==> src/rtl/rmd_pkg.sv <==
// Shared types and constants for the relay max-on and restart-delay supervisor.
// No dependencies; the top level, rmd_cfg_regs and rmd_core import this package.
`timescale 1ns / 1ps
package rmd_pkg;

	localparam int TIME_BITS_DEF = 32;
	localparam int NOW_W         = 32;
	localparam int SEC_W         = 16;
	localparam int CFG_IDX_W     = 2;
	localparam int CFG_DATA_W    = 16;
	localparam int MS_PER_S      = 1000;
	// widest product of a 16-bit seconds value and MS_PER_S
	localparam int LIMIT_W       = 26;

	localparam logic [CFG_IDX_W-1:0] REG_BOOT_STATE      = 2'd0;
	localparam logic [CFG_IDX_W-1:0] REG_RESTART_DELAY_S = 2'd1;
	localparam logic [CFG_IDX_W-1:0] REG_MAX_ON_S        = 2'd2;

	typedef enum logic [1:0] {
		OP_TICK = 2'd0,
		OP_SET  = 2'd1,
		OP_STOP = 2'd2,
		OP_INIT = 2'd3
	} op_t;

	typedef struct packed {
		logic             boot_state;
		logic [SEC_W-1:0] restart_delay_s;
		logic [SEC_W-1:0] max_on_s;
	} cfg_t;

	typedef struct packed {
		logic relay_on;
		logic drive_update;
		logic manual_notice;
		logic force_stop_notice;
		logic emergency_latched;
		logic delay_armed;
	} res_t;

endpackage

==> src/rtl/relay_max_on_and_restart_delay_top.sv <==
// Top level of the relay supervisor: input stage, update core, result register.
// Depends on rmd_pkg, rmd_cfg_regs and rmd_core.
//
// Usage:
//   Command channel (cmd_valid/cmd_ready) carries opcode, now_ms, turn_on and
//   manual. Result channel (res_valid/res_ready) returns one item per command
//   with the relay state and the notice flags. Configuration is written through
//   cfg_we/cfg_index/cfg_wdata while no command is in flight; there is no
//   read-back and writes to an unused index are dropped.
//   A command accepted into the input register moves into the result register
//   once that register is free. Throughput is one item per cycle while the
//   receiver takes results: the whole update is one pass of compares and adds
//   between the input register and the result register, and the supervisor
//   state is updated as the item moves into the result register.
//   When the receiver stalls, the result register holds its item and the input
//   register still takes one more command; cmd_ready drops only when both are
//   full. Reset clears both stages, the relay state (off), the timers, the
//   emergency latch and the configuration registers.
`timescale 1ns / 1ps
module relay_max_on_and_restart_delay_top #(
	parameter int TIME_BITS = rmd_pkg::TIME_BITS_DEF
) (
	input  logic                           clk,
	input  logic                           arst_n,
	input  logic                           cmd_valid,
	output logic                           cmd_ready,
	input  logic [1:0]                     opcode,
	input  logic [rmd_pkg::NOW_W-1:0]      now_ms,
	input  logic                           turn_on,
	input  logic                           manual,
	output logic                           res_valid,
	input  logic                           res_ready,
	output logic                           relay_on,
	output logic                           drive_update,
	output logic                           manual_notice,
	output logic                           force_stop_notice,
	output logic                           emergency_latched,
	output logic                           delay_armed,
	input  logic                           cfg_we,
	input  logic [rmd_pkg::CFG_IDX_W-1:0]  cfg_index,
	input  logic [rmd_pkg::CFG_DATA_W-1:0] cfg_wdata
);
	import rmd_pkg::*;

	cfg_t             cfg;
	res_t             res_next;
	res_t             res_s2;
	logic             valid_s1;
	logic             valid_s2;
	logic [1:0]       opcode_s1;
	logic [NOW_W-1:0] now_s1;
	logic             turn_on_s1;
	logic             manual_s1;
	logic             s2_free;
	logic             advance;

	assign s2_free   = !valid_s2 || res_ready;
	assign advance   = valid_s1 && s2_free;
	assign cmd_ready = !valid_s1 || s2_free;

	rmd_cfg_regs u_cfg (
		.clk       (clk),
		.arst_n    (arst_n),
		.cfg_we    (cfg_we),
		.cfg_index (cfg_index),
		.cfg_wdata (cfg_wdata),
		.cfg       (cfg)
	);

	always_ff @(posedge clk or negedge arst_n) begin
		if (!arst_n) begin
			valid_s1 <= 1'b0;
		end else if (cmd_ready) begin
			valid_s1 <= cmd_valid;
		end
	end

	always_ff @(posedge clk) begin
		if (cmd_valid && cmd_ready) begin
			opcode_s1  <= opcode;
			now_s1     <= now_ms;
			turn_on_s1 <= turn_on;
			manual_s1  <= manual;
		end
	end

	rmd_core #(
		.TIME_BITS (TIME_BITS)
	) u_core (
		.clk     (clk),
		.arst_n  (arst_n),
		.advance (advance),
		.opcode  (opcode_s1),
		.now_ms  (now_s1),
		.turn_on (turn_on_s1),
		.manual  (manual_s1),
		.cfg     (cfg),
		.res     (res_next)
	);

	always_ff @(posedge clk or negedge arst_n) begin
		if (!arst_n) begin
			valid_s2 <= 1'b0;
		end else if (s2_free) begin
			valid_s2 <= valid_s1;
		end
	end

	always_ff @(posedge clk) begin
		if (advance) begin
			res_s2 <= res_next;
		end
	end

	assign res_valid         = valid_s2;
	assign relay_on          = res_s2.relay_on;
	assign drive_update      = res_s2.drive_update;
	assign manual_notice     = res_s2.manual_notice;
	assign force_stop_notice = res_s2.force_stop_notice;
	assign emergency_latched = res_s2.emergency_latched;
	assign delay_armed       = res_s2.delay_armed;

endmodule

==> src/rtl/rmd_cfg_regs.sv <==
// Configuration register file: boot state, restart delay and max on-time.
// Depends on rmd_pkg.
`timescale 1ns / 1ps
module rmd_cfg_regs (
	input  logic                           clk,
	input  logic                           arst_n,
	input  logic                           cfg_we,
	input  logic [rmd_pkg::CFG_IDX_W-1:0]  cfg_index,
	input  logic [rmd_pkg::CFG_DATA_W-1:0] cfg_wdata,
	output rmd_pkg::cfg_t                  cfg
);
	import rmd_pkg::*;

	cfg_t cfg_q;

	always_ff @(posedge clk or negedge arst_n) begin
		if (!arst_n) begin
			cfg_q <= '0;
		end else if (cfg_we) begin
			unique case (cfg_index)
				REG_BOOT_STATE:      cfg_q.boot_state      <= cfg_wdata[0];
				REG_RESTART_DELAY_S: cfg_q.restart_delay_s <= cfg_wdata[SEC_W-1:0];
				REG_MAX_ON_S:        cfg_q.max_on_s        <= cfg_wdata[SEC_W-1:0];
				default: ; // drop writes beyond the register list
			endcase
		end
	end

	assign cfg = cfg_q;

endmodule

==> src/rtl/rmd_core.sv <==
// Supervisor state and the single-pass update for one item.
// Depends on rmd_pkg; fed from the input stage of the top level.
`timescale 1ns / 1ps
module rmd_core #(
	parameter int TIME_BITS = rmd_pkg::TIME_BITS_DEF
) (
	input  logic                      clk,
	input  logic                      arst_n,
	input  logic                      advance,
	input  logic [1:0]                opcode,
	input  logic [rmd_pkg::NOW_W-1:0] now_ms,
	input  logic                      turn_on,
	input  logic                      manual,
	input  rmd_pkg::cfg_t             cfg,
	output rmd_pkg::res_t             res
);
	import rmd_pkg::*;

	localparam int CW = (TIME_BITS > LIMIT_W) ? TIME_BITS : LIMIT_W;

	logic                 relay_q;
	logic [TIME_BITS-1:0] on_since_q;
	logic                 pending_q;
	logic [TIME_BITS-1:0] deadline_q;
	logic                 latch_q;

	logic                 relay_d;
	logic [TIME_BITS-1:0] on_since_d;
	logic                 pending_d;
	logic [TIME_BITS-1:0] deadline_d;
	logic                 latch_d;
	logic                 drive;
	logic                 man_note;
	logic                 force_note;

	op_t                  op;
	logic [TIME_BITS-1:0] now_t;
	logic [TIME_BITS-1:0] elapsed;
	logic [CW-1:0]        on_limit;
	logic [CW-1:0]        arm_sum;
	logic                 over_limit;

	assign op       = op_t'(opcode);
	assign now_t    = TIME_BITS'(now_ms);
	assign elapsed  = now_t - on_since_q;
	assign on_limit = CW'(cfg.max_on_s) * CW'(MS_PER_S);
	assign arm_sum  = CW'(now_t) + CW'(cfg.restart_delay_s) * CW'(MS_PER_S);
	assign over_limit = relay_q && (cfg.max_on_s != '0) && (on_since_q != '0)
		&& (CW'(elapsed) > on_limit);

	always_comb begin
		relay_d    = relay_q;
		on_since_d = on_since_q;
		pending_d  = pending_q;
		deadline_d = deadline_q;
		latch_d    = latch_q;
		drive      = 1'b0;
		man_note   = 1'b0;
		force_note = 1'b0;
		unique case (op)
			OP_TICK: begin
				// relay is on here, so the forced stop always changes state
				if (over_limit) begin
					man_note   = 1'b1;
					pending_d  = 1'b0;
					relay_d    = 1'b0;
					drive      = 1'b1;
					on_since_d = '0;
					latch_d    = 1'b1;
					force_note = 1'b1;
				end
				if (pending_d && (now_t >= deadline_q)) begin
					pending_d = 1'b0;
					if (!relay_d) begin
						man_note   = 1'b1;
						relay_d    = 1'b1;
						drive      = 1'b1;
						latch_d    = 1'b0;
						on_since_d = now_t;
					end
				end
				if (!relay_d && !pending_d && (cfg.restart_delay_s != '0)) begin
					pending_d  = 1'b1;
					deadline_d = arm_sum[TIME_BITS-1:0];
				end
			end
			OP_SET: begin
				if (manual) begin
					man_note  = 1'b1;
					pending_d = 1'b0;
				end
				if (relay_q != turn_on) begin
					relay_d = turn_on;
					drive   = 1'b1;
					if (turn_on) begin
						latch_d    = 1'b0;
						on_since_d = now_t;
					end else begin
						on_since_d = '0;
					end
				end
			end
			OP_STOP: begin
				man_note  = 1'b1;
				pending_d = 1'b0;
				if (relay_q) begin
					relay_d    = 1'b0;
					drive      = 1'b1;
					on_since_d = '0;
				end
				latch_d    = 1'b1;
				force_note = 1'b1;
			end
			OP_INIT: begin
				pending_d  = 1'b0;
				deadline_d = '0;
				latch_d    = 1'b0;
				relay_d    = cfg.boot_state;
				on_since_d = cfg.boot_state ? now_t : '0;
				drive      = 1'b1;
			end
			default: ;
		endcase
	end

	always_ff @(posedge clk or negedge arst_n) begin
		if (!arst_n) begin
			relay_q    <= 1'b0;
			on_since_q <= '0;
			pending_q  <= 1'b0;
			deadline_q <= '0;
			latch_q    <= 1'b0;
		end else if (advance) begin
			relay_q    <= relay_d;
			on_since_q <= on_since_d;
			pending_q  <= pending_d;
			deadline_q <= deadline_d;
			latch_q    <= latch_d;
		end
	end

	always_comb begin
		res.relay_on          = relay_d;
		res.drive_update      = drive;
		res.manual_notice     = man_note;
		res.force_stop_notice = force_note;
		res.emergency_latched = latch_d;
		res.delay_armed       = pending_d;
	end

endmodule

==> config.mk <==
export PLATFORM = sky130hd
export DESIGN_NAME = relay_max_on_and_restart_delay_top
export DESIGN_NICKNAME = d
export VERILOG_FILES = /design/src/rtl/rmd_pkg.sv /design/src/rtl/relay_max_on_and_restart_delay_top.sv /design/src/rtl/rmd_cfg_regs.sv /design/src/rtl/rmd_core.sv
export SDC_FILE = /design/constraint.sdc
export NUM_CORES = 1
export LEC_CHECK = 0
export BUFFER_PORTS_ARGS = -buffer_cell sky130_fd_sc_hd__buf_2
export CAP_MARGIN = 20
export CORE_MARGIN = 1
export CORE_UTILIZATION = 62
export DETAILED_ROUTE_END_ITERATION = 10
export PLACE_DENSITY_LB_ADDON = 0.08
export SYNTH_ARGS = -nofsm -noshare
export SYNTH_HDL_FRONTEND = slang
export SYNTH_SLANG_ARGS = --single-unit
==> constraint.sdc <==
create_clock -name clk -period 21.1 [get_ports clk]
set_clock_uncertainty 0.05 [all_clocks]
set_input_delay 2.11 -clock clk [delete_from_list [all_inputs] [get_ports clk]]
set_output_delay 2.11 -clock clk [all_outputs]
set_load 0.03 [all_outputs]
==> metrics.yaml, run 1 <==
outcome: "complete, no violations"
postSynth.topFlopCell: "dfrtp_1"
hpwlAfterDp_um: 29400
detail_route.iter0.violations: 720
synth_sequential_area_ratio_pct: 25.2
worstSetupPathType: "reg2reg"
floorplan.initialDensity_pct: 64.0
cts_htree_levels: 4
slowest_delay_ns: 0.56
final_layout_size_suffix_gt1_share_pct: 10.4
drc: 0
cts.sinks: 144
route.final.wire_length_um: 36100
tritoncts: "built"
drt_first_pass_iters: 5
top_cell_family_by_delay_on_the_critical_path: "compound AO/OA/AOI/OAI gates"
floorplan.rows: 56
grt_antenna_before_repair: 0
flow.area_growth_from_synthesis_pct: 8.30
regToRegEndpoint: "u_core.deadline_q[0]$_DFFE_PN0P_"
finalSetupTns_ns: 0
core_region_area_um2: 23700
critPathBufInv: 3
cp-start-kind: "register"
number_of_flops_mapped_to_enable_cells_by_yosys: 42
reg2reg_slack_ns: 12.95
die-width_um: 158
synth.cell_area_um2: 15100
final-setup-viol-count: 0
synthArstFlopShare_pct: 70.8
yosysWarningCount: 0
rsz_0062_raised_after_global_routing: "false"
timing.final.max_slew_violations: 0
post_drt_via_cell_ratio: 5.99
die-area_um2: 25100
max-slew-margin-rel_pct: 36.5
grt_first_pass_wirelength_um: 57600
critPathMaxFanout: 18
drtAntennaViolNets: 0
worst_skew_pair.late_latency_ns: 0.44
final_replace_weighted_congestion: 0.922
layout_common_cells: "ha_1, inv_1, fa_1"
worst_setup_hold_path_clk_slew_ns: 0.07
route.vias.total: 11400
portBuffers: 66
cts_buffers: 17
clock.fmax_mhz: 123
fillerInstances: 1877
post_synth_inst_count: 1507
remaining_global_route_overflow: 0
post_cts.repair.setup_buffers: 0
max_cap_violations: 0
post_cts_hold_buffer_count: 0
route.detailed.wl_per_inst_um: 19.0
endpoint_kind: "register"
worstHoldPathCells: 1
first_global_vias: 11400
cts-root-to-sink-buffers: 2
synth_cell_type_count: 79
post_synth.cell_area_avg_um2: 10.1
most_common_library_cell_in_the_layout_ignoring_fill_and_taps: "ha_1"
utilization_pct: 69.3
hold_viol_final: 0
antenna-diode-count: 0
critPathRequiredTime_ns: 21.36
timing.critical_path.slowest_stage_cell: "fa_1"
grt_max_degree: 65
synth.ff_latch_count: 144
nNetsFinal: 1969
postSynthNetCount: 1907
global_route.usage.total_pct: 30.3
worstMarginPinSlew_ns: 0.951
worst_hold_startpoint: "valid_s1$_DFFE_PN0N_"
min-delay-path-class: "reg2reg"
die_height_um: 158
num_io_pins: 67
reg2regPathDepth: 28
layout_worst_path_cycle_share_pct: 38.6
critPathArrivalTime_ns: 8.41
hold-path-endpoint: "res_valid$_DFFE_PN0P_"
post_cts.resized_instances: 0
finalWorstPathRequiredPeriod_ns: 8.15
rr_startpoint: "u_cfg.cfg[0]$_DFFE_PN0P_"
clock-root-buffer: "clkbuf_16"
[final cells by class]
| type | count | area, um2 | share of cell area (%) |
|---|---|---|---|
| Multi-Input combinational cell | 1131 | 10400 | 63.5 |
| Sequential cell | 144 | 3810 | 23.2 |
| Inverter | 205 | 769 | 4.69 |
| Clock buffer | 17 | 425 | 2.59 |
| Tap cell | 319 | 399 | 2.43 |
| Timing Repair Buffer | 70 | 383 | 2.33 |
| Clock inverter | 15 | 189 | 1.15 |
[how the worst max path moves through the flow]
stage,startpoint,to,slack (ns),cells past startpoint
detailed placement,u_cfg.cfg[0]$_DFFE_PN0P_,u_core.deadline_q[0]$_DFFE_PN0P_,13.00,28
finish,u_cfg.cfg[0]$_DFFE_PN0P_,u_core.deadline_q[0]$_DFFE_PN0P_,12.95,28
global placement,u_cfg.cfg[0]$_DFFE_PN0P_,u_core.on_since_q[17]$_DFFE_PN0P_,13.07,27
CTS,u_cfg.cfg[0]$_DFFE_PN0P_,u_core.deadline_q[0]$_DFFE_PN0P_,12.98,28
global route,u_cfg.cfg[0]$_DFFE_PN0P_,u_core.deadline_q[0]$_DFFE_PN0P_,12.49,28
floorplan,u_cfg.cfg[5]$_DFFE_PN0P_,u_core.on_since_q[30]$_DFFE_PN0P_,14.23,27
[Yosys cell counts (all sizes together) (4+ instances only)]
cell type,instances,area [um2]
o31ai,6,58.8
or3,13,81.3
a21boi,7,52.6
nand2,73,274
edfxtp,42,1260
a31oi,6,37.5
o211ai,13,103
o21a,25,188
and3,16,100
a21oi,73,373
or2,5,31.3
mux2,35,394
nor3b,5,37.5
nand3b,9,67.6
o21ai,51,255
nand2b,10,62.6
and2,12,75.1
a22o,33,289
o2111ai,4,47.6
a21o,33,248
nor3,31,155
a221oi,5,43.8
buf,13,98.8
o22ai,9,56.3
inv,205,769
nor4,14,87.6
nand3,19,100
dfrtp,102,2550
mux2i,24,240
nor2b,14,87.6
nand4,22,156
clkbuf,14,52.6
a211oi,21,168
nor2,79,312
o21bai,10,75.1
ha,231,2890
a211o,4,35.0
xnor2,51,447
xor2,23,201
fa,110,2200
[registers in the layout, indices dropped and copies added (netlist names)]
name	cells
u_core.deadline_q	32
valid_s1	1
delay_armed	1
manual_notice	1
res_valid	1
drive_update	1
u_core.latch_q	1
u_core.pending_q	1
opcode_s1	2
force_stop_notice	1
u_core.relay_q	1
u_core.on_since_q	32
relay_on	1
now_s1	32
emergency_latched	1
manual_s1	1
u_cfg.cfg	33
turn_on_s1	1
[cell families (layout without fill, tap and decap cells)]
group           Yosys count  count (layout)  synth area share, %
mux                      59              59                 4.19
simple gates            328             328                 11.1
flops                   144             144                 25.2
fa+ha+maj               341             341                 33.6
buf+inv                 232             307                 6.08
compound gates          329             329                 15.6
xor+xnor                 74              74                 4.28
[routing by layer]
metal	wire, um	vias up	share of wire, %	global-route usage [%]
met5	0	-	0	0
met4	896	0	2.5	9.02
met3	1810	47	5.0	4.79
met2	17100	257	47	49.8
met1	16300	5623	45	41.4
li1	-	5464	-	-
[stage by stage]
step	instances	setup WS (ns)	hold WS, ns	instance area, um2
final	1901	12.95	0.446	16400
after global routing	1901	12.49	0.479	16400
after CTS	1901	12.98	0.451	16400
after detailed placement	1869	13.00	0.436	15800
after global placement	1868	13.07	0.420	15800
after floorplan	1507	14.23	0.407	15100
Power of run 1 is left out: the tool's default activity adds up to more than one toggle a clock period on the data nets, which glitch-free logic cannot reach.
==> run 2: changes to the inputs <==
==> constraint.sdc (replaced) <==
create_clock -name clk -period 7.8 [get_ports clk]
set_clock_uncertainty 0.05 [all_clocks]
set_input_delay 0.78 -clock clk [delete_from_list [all_inputs] [get_ports clk]]
set_output_delay 0.78 -clock clk [all_outputs]
set_load 0.03 [all_outputs]
==> run 2 against run 1 <==
Compared with the run above:
- global-route usage increased by 0.30 points
- clock-buffer cell count unchanged
- die area did not move
- non-clock buffer count up 13
- first-iteration DRC count down 3.9%
- worst setup slack worse by 13 ns
- cell count rose by 0.68%
- routed wire length up 0.57%
- via count decreased by 0.75%
- register-to-register slack worse by 13 ns
==> metrics.yaml, run 2 (same netlist as run 1, synthesis figures left out) <==
outcome: "complete, no violations"
layout_common_cells: "ha_1, inv_1, fa_1"
cp_most_frequent_cell: "fa_1"
cts.sinks: 144  # unchanged
largest_register_ffs: 33  # unchanged
core_region_area_um2: 23700  # unchanged
route.vias.total: 11300  # -0.75%
clock.fmax_mhz: 135  # +10%
clock-root-buffer: "clkbuf_16"
finalSetupTns_ns: 0  # unchanged
die-width_um: 158  # unchanged
floorplan.rows: 56  # unchanged
final-setup-viol-count: 0  # unchanged
remaining_global_route_overflow: 0  # unchanged
critPathRequiredTime_ns: 7.94  # -13.42 ns
detail_route.iter0.violations: 692  # -3.9%
timing.final.max_slew_violations: 0  # unchanged
cts_buffers: 17  # unchanged
floorplan.initialDensity_pct: 64.0  # unchanged
grt_first_pass_wirelength_um: 58200  # +1.0%
most_common_library_cell_in_the_layout_ignoring_fill_and_taps: "ha_1"
endpoint_kind: "register"
fillerInstances: 1896  # +1.0%
max_cap_violations: 0  # unchanged
worstSetupPathType: "reg2reg"
drtAntennaViolNets: 0  # unchanged
hpwlAfterDp_um: 29100  # -0.97%
global_route.usage.total_pct: 30.6  # +0.30 points
num_io_pins: 67  # unchanged
grt_antenna_before_repair: 0  # unchanged
layout_worst_path_cycle_share_pct: 94.8  # +56 points
critPathArrivalTime_ns: 7.54  # -0.87 ns
rsz_0062_raised_after_global_routing: "false"
drt_first_pass_iters: 6  # +1
cp-start-kind: "register"
min-delay-path-class: "in2async"
final_layout_size_suffix_gt1_share_pct: 11.7  # +1.3 points
hold_viol_final: 0  # unchanged
worst_skew_pair.late_latency_ns: 0.44  # about the same
flow.area_growth_from_synthesis_pct: 9.51
timing.critical_path.slowest_stage_cell: "fa_1"
route.detailed.wl_per_inst_um: 18.9  # -0.11%
nNetsFinal: 1982  # +0.66%
final_replace_weighted_congestion: 0.951  # +3.2%
die-area_um2: 25100  # unchanged
worst_setup_hold_path_clk_slew_ns: 0.08  # about the same
post_drt_via_cell_ratio: 5.91  # -1.4%
cts_htree_levels: 4  # unchanged
finalWorstPathRequiredPeriod_ns: 7.39  # -0.758 ns
tritoncts: "built"
portBuffers: 66  # unchanged
cts-root-to-sink-buffers: 2  # unchanged
route.final.wire_length_um: 36300  # +0.57%
max-slew-margin-rel_pct: 39.9  # +3.4 points
die_height_um: 158  # unchanged
grt_max_degree: 54  # -17%
drc: 0  # unchanged
post_cts_hold_buffer_count: 0  # unchanged
critPathMaxFanout: 6  # -12
slowest_delay_ns: 0.55  # about the same
first_global_vias: 11300  # -1.2%
antenna-diode-count: 0  # unchanged
worstMarginPinSlew_ns: 0.902  # -0.0495 ns
==> run 2: area by class of cell <==
type	count	area, um2	area share [%]
inverter	205	769	4.64
clock inverter	15	210	1.27
multi-input combinational	1131	10500	63.3
clock buffer	17	425	2.56
sequential	144	3820	23.0
tap	319	399	2.41
timing repair buffer	83	473	2.85
==> run 2: per-stage QoR <==
stage	cells	cell area (um2)	hold slack [ns]	setup WS, ns	util (%)
after floorplan	1507	15100	0.407	0.926	-
after global placement	1878	15900	0.422	0.261	66.9
after detailed placement	1878	15900	0.432	0.00615	66.9
after CTS	1910	16500	0.318	0.0253	69.6
after global routing	1914	16600	0.337	0.0292	70.0
final	1914	16600	0.294	0.407	70.0
==> run 2: path summary, 6_finish.rpt <==
| check | slack, ns | end | cells after the start | start |
|---|---|---|---|---|
| max | 0.41 | emergency_latched$_DFFE_PP_ | 27 | u_cfg.cfg[2]$_DFFE_PN0P_ |
| min | 0.29 | res_valid$_DFFE_PN0P_ | 1 | arst_n |
| max reg2reg | 0.41 | emergency_latched$_DFFE_PP_ | 27 | u_cfg.cfg[2]$_DFFE_PN0P_ |
| min reg2reg | 0.45 | u_core.deadline_q[24]$_DFFE_PN0P_ | 1 | u_core.deadline_q[24]$_DFFE_PN0P_ |
| max in group asynchronous | 6.26 | u_core.on_since_q[19]$_DFFE_PN0P_ | 2 | arst_n |
| min in group clk | 0.45 | u_core.deadline_q[24]$_DFFE_PN0P_ | 1 | u_core.deadline_q[24]$_DFFE_PN0P_ |
==> run 2: per-layer routing <==
metal  part of all wire (%)  up-vias  track usage, %
met3                    4.0       45            4.63
met1                     46     5543            42.6
met2                     47      240            48.8
met4                    2.7        0            10.5
met5                      0        -               0
li1                       -     5478               -
==> run 2: repair_timing <==
item                       CTS  global route
setup buffers                0             4
setup endpoints to repair   16            73
pin swaps                    0             4
resized for setup            1            12
==> run 2: critical path: cells and delay by family (launching register included) <==
kind | cells | cell delay [ns]
fa+ha+maj | 6 | 2.52
compound gates | 10 | 2.13
simple gates | 6 | 1.30
flops | 1 | 0.46
buf+inv | 3 | 0.35
mux | 1 | 0.23
xor+xnor | 1 | 0.10
Power of run 2 is left out for the same reason.
==> run 3: changes to the inputs <==
--- a/config.mk
+++ b/config.mk
@@ -7,7 +7,7 @@
 export LEC_CHECK = 0
 export BUFFER_PORTS_ARGS = -buffer_cell sky130_fd_sc_hd__buf_2
 export CAP_MARGIN = 20
-export CORE_MARGIN = 1
+export CORE_MARGIN = 4
 export CORE_UTILIZATION = 62
 export DETAILED_ROUTE_END_ITERATION = 10
 export PLACE_DENSITY_LB_ADDON = 0.08
==> run 3 against run 2 <==
Compared with the run above:
- first-iteration DRC count is 1.3% higher
- critical path depth did not move
- hold slack lost 0.14 ns
- utilization up 0.15 points
- maximum frequency shrank 1.5%
- flip-flop and latch count unchanged
- worst setup slack got worse by 0.11 ns
- largest cell class unchanged
- register-to-register slack lost 0.11 ns
- via count increased by 1.6%
- global-route usage is 3.1 points lower
- die area rose by 7.7%
- cell count is 0.26% higher
==> metrics.yaml, run 3 (same netlist as run 1, synthesis figures left out) <==
global_route.usage.total_pct: 27.5  # -3.1 points
clock-root-buffer: "clkbuf_16"
cts-root-to-sink-buffers: 2  # unchanged
critPathArrivalTime_ns: 7.83  # +0.29 ns
cts.sinks: 144  # unchanged
floorplan.initialDensity_pct: 63.8  # -0.19 points
timing.critical_path.slowest_stage_cell: "fa_1"
max-slew-margin-rel_pct: 42.5  # +2.6 points
nNetsFinal: 1987  # +0.25%
portBuffers: 66  # unchanged
finalSetupTns_ns: 0  # unchanged
final_replace_weighted_congestion: 0.926  # -2.7%
remaining_global_route_overflow: 0  # unchanged
max_cap_violations: 0  # unchanged
die-width_um: 164  # +3.8%
floorplan.rows: 56  # unchanged
worst_skew_pair.late_latency_ns: 0.44  # about the same
outcome: "complete, no violations"
first_global_vias: 11300  # -0.018%
min-delay-path-class: "in2async"
core_region_area_um2: 23800  # +0.30%
num_io_pins: 67  # unchanged
drc: 0  # unchanged
critPathMaxFanout: 8  # +2
cts_buffers: 17  # unchanged
finalWorstPathRequiredPeriod_ns: 7.51  # +0.113 ns
hpwlAfterDp_um: 29200  # +0.22%
post_cts_hold_buffer_count: 0  # unchanged
endpoint_kind: "register"
route.detailed.wl_per_inst_um: 19.0  # about the same
layout_worst_path_cycle_share_pct: 96.2  # +1.5 points
tritoncts: "built"
hold_viol_final: 0  # unchanged
cp-start-kind: "register"
critPathRequiredTime_ns: 8.12  # +0.18 ns
slowest_delay_ns: 0.55  # about the same
route.final.wire_length_um: 36400  # +0.30%
worstSetupPathType: "reg2reg"
clock.fmax_mhz: 133  # -1.5%
route.vias.total: 11500  # +1.6%
layout_common_cells: "ha_1, inv_1, fa_1"
fillerInstances: 1789  # -5.6%
largest_register_ffs: 33  # unchanged
critPathBufInv: 3  # unchanged
drtAntennaViolNets: 0  # unchanged
final_layout_size_suffix_gt1_share_pct: 12.6  # +0.90 points
cp.depth: 27  # unchanged
grt_first_pass_wirelength_um: 58100  # -0.15%
worst_setup_hold_path_clk_slew_ns: 0.08  # about the same
timing.final.max_slew_violations: 0  # unchanged
cts_htree_levels: 4  # unchanged
die-area_um2: 27000  # +7.7%
detail_route.iter0.violations: 701  # +1.3%
antenna-diode-count: 0  # unchanged
flow.area_growth_from_synthesis_pct: 10.1
reg2regPathDepth: 27  # unchanged
worstMarginPinSlew_ns: 0.863  # -0.0388 ns
grt_antenna_before_repair: 0  # unchanged
final-setup-viol-count: 0  # unchanged
cp_most_frequent_cell: "fa_1"
most_common_library_cell_in_the_layout_ignoring_fill_and_taps: "ha_1"
top_cell_family_by_delay_on_the_critical_path: "adder cells"
grt_max_degree: 85  # +57%
drt_first_pass_iters: 5  # -1
die_height_um: 164  # +3.8%
post_drt_via_cell_ratio: 5.99  # +1.3%
[run 3: changes by cell type in the layout (fill, tap and decap cells not counted), sizes merged]
| cell | before | now |
|---|---|---|
| bufinv | 1 | 0 |
| inv | 212 | 213 |
| clkinv | 7 | 5 |
| buf | 83 | 87 |
| clkinvlp | 0 | 2 |
| clkbuf | 17 | 18 |
[run 3: final cells by class]
type | instances | area, um2 | area share [%]
multi-input combinational | 1131 | 10500 | 63.0
clock buffer | 17 | 425 | 2.55
clock inverter | 15 | 184 | 1.10
sequential | 144 | 3820 | 22.9
tap | 319 | 399 | 2.39
timing repair buffer | 88 | 564 | 3.38
inverter | 205 | 772 | 4.63
[run 3: final timing paths]
path	start	to	slack, ns
max	u_cfg.cfg[5]$_DFFE_PN0P_	u_core.on_since_q[31]$_DFFE_PN0P_	0.29
min	arst_n	res_valid$_DFFE_PN0P_	0.15
max reg2reg	u_cfg.cfg[5]$_DFFE_PN0P_	u_core.on_since_q[31]$_DFFE_PN0P_	0.29
min reg2reg	u_core.deadline_q[24]$_DFFE_PN0P_	u_core.deadline_q[24]$_DFFE_PN0P_	0.44
max in group asynchronous	arst_n	u_cfg.cfg[2]$_DFFE_PN0P_	6.58
min in group clk	u_core.deadline_q[24]$_DFFE_PN0P_	u_core.deadline_q[24]$_DFFE_PN0P_	0.44
[run 3: through the flow]
step | instance area, um2 | hold WS [ns] | utilization, % | instances | setup slack [ns]
after floorplan | 15100 | 0.407 | - | 1507 | 0.926
after global placement | 15900 | 0.422 | 66.8 | 1877 | 0.303
after detailed placement | 15900 | 0.425 | 66.8 | 1877 | -0.0151
after CTS | 16500 | 0.161 | 69.3 | 1909 | 0.00483
after global routing | 16700 | 0.167 | 70.2 | 1919 | -0.0914
final | 16700 | 0.155 | 70.2 | 1919 | 0.294
[run 3: layer usage]
metal / share of wire (%) / vias to the layer above / GRT usage, %
met2: 48 / 283 / 45.2
met5: 0 / - / 0
li1: - / 5516 / -
met3: 4.8 / 63 / 3.41
met4: 2.3 / 0 / 7.74
met1: 45 / 5625 / 38.6
[run 3: repair_timing]
action,4_1_cts,5_1_grt
pin swaps,1,10
resized for setup,1,24
gates cloned,0,2
buffers inserted,0,7
endpoints found under the setup margin,23,73
Power of run 3 is left out for the same reason.
